`config.mk`:
```
export PLATFORM = sky130hd
export DESIGN_NAME = smma_cell
export DESIGN_NICKNAME = d
export VERILOG_FILES = /design/src/rtl/core/smma_pkg.sv /design/src/rtl/core/smma_cell.sv
export SDC_FILE = /design/constraint.sdc
export NUM_CORES = 2
export LEC_CHECK = 0
export BUFFER_PORTS_ARGS = -buffer_cell sky130_fd_sc_hd__buf_2
export CAP_MARGIN = 5
export CORE_MARGIN = 4
export CORE_UTILIZATION = 60
export CTS_CLUSTER_DIAMETER = 100
export DETAILED_ROUTE_END_ITERATION = 7
export GPL_ROUTABILITY_DRIVEN = 0
export PLACE_DENSITY = 0.78
export SYNTH_ARGS = -nofsm -noshare
export SYNTH_HDL_FRONTEND = slang
export SYNTH_SLANG_ARGS = --single-unit
```
`constraint.sdc`:
```
create_clock -name clk -period 13.38 [get_ports clk]
set_input_delay 4.014 -clock clk [delete_from_list [all_inputs] [get_ports clk]]
set_output_delay 4.014 -clock clk [all_outputs]
set_load 0.01 [all_outputs]
```
`src/rtl/core/smma_pkg.sv`:
```
// Shared constants and types of the scaled matrix multiply-accumulate core.
// No dependencies; all other files reference this package by scoped names.
package smma_pkg;

    // Matrix size and derived widths
    localparam int DIM    = 8;
    localparam int IDX_W  = (DIM > 1) ? $clog2(DIM) : 1;
    localparam int ADDR_W = (DIM > 1) ? $clog2(DIM * DIM) : 1;
    localparam int ROW_W  = 3;
    localparam int COL_W  = 3;
    localparam int MODE_W = 2;
    localparam int DATA_W = 32;

    // Dot product (Q32.32 with growth) and scaled total (Q48.48 with growth)
    localparam int PROD_W = 2 * DATA_W;
    localparam int SUM_W  = PROD_W + ((DIM > 1) ? $clog2(DIM) : 0);
    localparam int HI_W   = SUM_W - DATA_W;
    localparam int TOT_W  = SUM_W + DATA_W + 1;

    // Sequencer timing, counted in advancing cycles from the compute word
    localparam int CNT_CAP   = 2 * DIM + 2;
    localparam int CNT_POST0 = CNT_CAP + 1;
    localparam int CNT_DONE  = 3 * DIM + 4;
    localparam int CNT_W     = $clog2(CNT_DONE + 1);

    // Word modes
    localparam logic [MODE_W-1:0] MODE_LOAD_A  = 2'd0;
    localparam logic [MODE_W-1:0] MODE_LOAD_B  = 2'd1;
    localparam logic [MODE_W-1:0] MODE_LOAD_C  = 2'd2;
    localparam logic [MODE_W-1:0] MODE_COMPUTE = 2'd3;

    // Register file
    localparam int   PADDR_W     = 3;
    localparam int   REG_SEL_BIT = 2;
    localparam logic REG_ALPHA   = 1'b0;
    localparam logic REG_BETA    = 1'b1;
    localparam logic [DATA_W-1:0] ALPHA_RESET = 32'h0001_0000;
    localparam logic [DATA_W-1:0] BETA_RESET  = 32'h0000_0000;

    // Saturation limits
    localparam logic [DATA_W-1:0] Q_MAX = 32'h7FFF_FFFF;
    localparam logic [DATA_W-1:0] Q_MIN = 32'h8000_0000;

    typedef enum logic [1:0] {
        ST_IDLE = 2'b01,
        ST_RUN  = 2'b10
    } state_t;

    // A operand traveling down the cell chain
    typedef struct packed {
        logic                     valid;
        logic [IDX_W-1:0]         k;
        logic signed [DATA_W-1:0] a;
    } lane_t;

    // B element load into one cell's column store
    typedef struct packed {
        logic              we;
        logic [IDX_W-1:0]  k;
        logic [DATA_W-1:0] data;
    } bload_t;

    // Chain control
    typedef struct packed {
        logic adv;
        logic capture;
    } ctl_t;

    // C write-back from the scaling unit
    typedef struct packed {
        logic              en;
        logic [IDX_W-1:0]  col;
        logic [DATA_W-1:0] value;
    } wb_t;

endpackage

```
`src/rtl/core/smma_cell.sv`:
```
// One multiply-accumulate cell: holds one column of B, one dot product.
// Depends on smma_pkg.
module smma_cell (
    input  logic                  clk,
    input  logic                  rst_n,
    input  smma_pkg::ctl_t        ctl,
    input  smma_pkg::bload_t      bload,
    input  smma_pkg::lane_t       lane_in,
    output smma_pkg::lane_t       lane_out,
    input  logic signed [smma_pkg::SUM_W-1:0] sum_in,
    output logic signed [smma_pkg::SUM_W-1:0] sum_out
);

    logic [smma_pkg::DATA_W-1:0]        b_mem [smma_pkg::DIM];

    logic                               v_reg;
    logic [smma_pkg::IDX_W-1:0]         k_reg;
    logic signed [smma_pkg::DATA_W-1:0] a_reg;
    logic signed [smma_pkg::DATA_W-1:0] b_reg;

    logic                               pv_reg;
    logic [smma_pkg::IDX_W-1:0]         pk_reg;
    logic signed [smma_pkg::PROD_W-1:0] prod_reg;

    logic signed [smma_pkg::SUM_W-1:0]  acc_reg;
    logic signed [smma_pkg::SUM_W-1:0]  acc_next;
    logic signed [smma_pkg::SUM_W-1:0]  prod_ext;
    logic signed [smma_pkg::SUM_W-1:0]  sh_reg;

    // column store of B, read at one row index per advancing cycle
    always_ff @(posedge clk)
    begin
        if (bload.we)
        begin
            b_mem[bload.k] <= bload.data;
        end
        if (ctl.adv)
        begin
            a_reg <= lane_in.a;
            k_reg <= lane_in.k;
            b_reg <= $signed(b_mem[lane_in.k]);
        end
    end

    always_ff @(posedge clk or negedge rst_n)
    begin
        if (!rst_n)
        begin
            v_reg  <= 1'b0;
            pv_reg <= 1'b0;
        end
        else if (ctl.adv)
        begin
            v_reg  <= lane_in.valid;
            pv_reg <= v_reg;
        end
    end

    assign prod_ext = smma_pkg::SUM_W'(prod_reg);
    // k == 0 opens a new dot product
    assign acc_next = (pk_reg == '0) ? prod_ext : acc_reg + prod_ext;

    always_ff @(posedge clk)
    begin
        if (ctl.adv)
        begin
            prod_reg <= a_reg * b_reg;
            pk_reg   <= k_reg;
            if (pv_reg)
            begin
                acc_reg <= acc_next;
            end
            sh_reg <= ctl.capture ? acc_reg : sum_in;
        end
    end

    assign lane_out.valid = v_reg;
    assign lane_out.k     = k_reg;
    assign lane_out.a     = a_reg;
    assign sum_out        = sh_reg;

endmodule

```
==> flow_metrics.env <==
export IMPL_outcome="complete, no violations"
export IMPL_grt_overflow=0
export IMPL_worst_pin_slew_ns=1.284
export IMPL_num_vias=39110
export IMPL_period_needed_ns=8.912
export IMPL_synth_commonest_cells="fa_1 (1083), inv_1 (1001), nand2_1 (596), and2_1 (530), edfxtp_1 (524)"
export IMPL_grt_pass1_vias=42750
export IMPL_worstSetupPathType="reg -> reg"
export IMPL_post_cts_resized=0
export IMPL_cts_hold_fix_buffers=0
export IMPL_firstDrtPassIters=6
export IMPL_worst_slew_margin_rel=0.1440
export IMPL_synth_most_common_cell="fa_1"
export IMPL_finalCritPeriodShare=0.6661
export IMPL_core_area_mm2=0.09728
export IMPL_antenna_found_initial=5
export IMPL_routed_wl_mm=146.2
export IMPL_fillers=7368
export IMPL_syn_area_mm2=0.05924
export IMPL_crit_path_max_incr_delay_ns=1.20
export IMPL_critPathRequiredTime_ns=13.77
export IMPL_critPathArrivalTime_ns=9.31
export IMPL_clkTransAtPathRegs_ns=0.06
export IMPL_synth_edf_count=524
export IMPL_drv_slew=0
export IMPL_finalClockSkew_ns=0.03244
export IMPL_yosysWarningCount=0
export IMPL_drive_gt1_frac=0.1085
export IMPL_ys_seq_elements=526
export IMPL_synth_area_leader_cell="fa_1"
export IMPL_portBuffers=245
export IMPL_vias_per_cell=5.786
export IMPL_drtAntennaViolNets=0
export IMPL_syn_to_final_growth_pct=7.276
export IMPL_syn_num_nets=6812
export IMPL_rr_endpoint="prod_reg[59]"
export IMPL_num_rows=114
export IMPL_final_hold_viol_count=0
export IMPL_cts_setup_buffers=0
export IMPL_synthFlopType="edfxtp_1"
export IMPL_synthesis_area_per_instance_um2=11.10
export IMPL_largest_register_ffs=256
export IMPL_cts_tree="built"
export IMPL_io_pins=246
export IMPL_min_path_type="reg -> reg"
export IMPL_cts_made_buffers=56
export IMPL_post_drt_wl_per_cell_um=21.63
export IMPL_synth_top_cell_area_share=0.3660
export IMPL_hpwl_mm=109.9
export IMPL_root_buffer="clkbuf_16"
export IMPL_r2r_start="a_reg[13]"
export IMPL_critPathMaxFanout=33
export IMPL_crit_top_cell="fa_1"
export IMPL_netlist_instances=5336
export IMPL_grt_pass1_wl_mm=234.8
export IMPL_ff2ff_setup_slack_ns=4.47
export IMPL_grt_start_max_net_pins=84
export IMPL_grtUsageTotal=0.2922
export IMPL_clock_latency_ns=0.68
export IMPL_tns_ns=0
export IMPL_die_x_um=322.2
export IMPL_cp_start_kind="flop"
export IMPL_cp_endpoint="prod_reg[59]"
export IMPL_die_area_mm2=0.1038
export IMPL_drcViolationCount=0
export IMPL_finalHoldWorstSlack_ns=0.4473
export IMPL_final_setup_viol_count=0
export IMPL_rr_worst_depth=25
export IMPL_crit_start="a_reg[13]"
export IMPL_async_flop_share=0.003802
export IMPL_synth_distinct_cells=76
export IMPL_die_height_um=322.2
export IMPL_yosysSeqAreaShare=0.2665
export IMPL_cp_depth=25
export IMPL_crit_family="adder cells"
export IMPL_path_buf_inv=4
export IMPL_slowest_stage="edfxtp_1"
export IMPL_synth_area_leaders="fa_1 (37%), edfxtp_1 (27%), inv_1 (6.3%), and2_1 (5.6%), ha_1 (5.3%)"
export IMPL_max_freq_mhz=112.2
export IMPL_first_iter_violations=3323
export IMPL_clockBufferDepth=3
export IMPL_maxCapViolCount=0
export IMPL_initial_core_util=0.6090
export IMPL_end_kind="flop"
export IMPL_fin_nets=6915
export IMPL_clock_sinks=526
export IMPL_rsz0062_at_grt="no"
export IMPL_htree_levels=2
-- metal layers --
layer / up-vias / wire [um] / track usage
met5: - / 37 / 0
met4: 6 / 3867 / 0.07625
met1: 19880 / 58740 / 0.4001
met3: 276 / 17000 / 0.08784
li1: 16930 / - / -
met2: 2027 / 66580 / 0.4639
-- layout by cell type, fill, tap and decap left out, drive strengths merged, types with 10 or more instances in the layout --
cell type  Yosys  routed
nand4         23      23
and2         530     530
fa          1083    1083
clkinv         1      26
o21ai         97      97
ha           250     250
nor3          22      22
o31ai         10      10
edfxtp       524     524
a211oi        18      18
clkbuf       263      61
nor2b         16      16
a21o          79      79
nor2         133     133
o21a          22      22
buf           11     319
a21oi        169     169
mux2         102     102
nand2b        27      27
xor2          51      51
nand2        596     596
mux4          64      64
xnor2         82      82
a31oi         15      15
o21bai        13      13
nand3         28      28
inv         1001    1007
-- area by class of cell --
class	count	area, um2	area share
sequential	526	15790	0.2484
timing repair buffer	319	1794	0.02823
clock buffer	61	1420	0.02235
clock inverter	40	494.2	0.007777
multi-input combinational	3534	38690	0.6089
tap	1276	1597	0.02512
inverter	1002	3761	0.05918
antenna	2	5.005	0.00007875
-- through the flow --
step                setup slack (ns)  std cells  cell area [um2]  utilization
floorplan                      5.545       5336            59240            -
detailed placement             4.605       6657            61630       0.6336
CTS                            4.543       6758            63550       0.6532
global placement               4.798       6657            61630       0.6336
global route                   4.100       6758            63550       0.6532
finish                         4.468       6760            63550       0.6533
-- worst min-delay path by stage --
stage                   from         to  cells after the start
global route        k_reg[1]  pk_reg[1]                      0
floorplan             pv_reg     pv_reg                      1
finish              k_reg[1]  pk_reg[1]                      0
global placement    k_reg[0]  pk_reg[0]                      0
CTS                 k_reg[1]  pk_reg[1]                      0
detailed placement  k_reg[1]  pk_reg[1]                      0
-- cells by family after synthesis --
group	count (synthesis)	synth area share
flip-flops	526	0.2665
adder cells (fa/ha/maj)	1333	0.4188
XOR/XNOR	133	0.01966
AO/OA/AOI/OAI	496	0.05339
multiplexers	169	0.04423
AND/OR/NAND/NOR	1403	0.1166
buffers and inverters	1276	0.08091
Power is left out: the tool's default activity adds up to more than one toggle a clock period on the data nets, which glitch-free logic cannot reach.
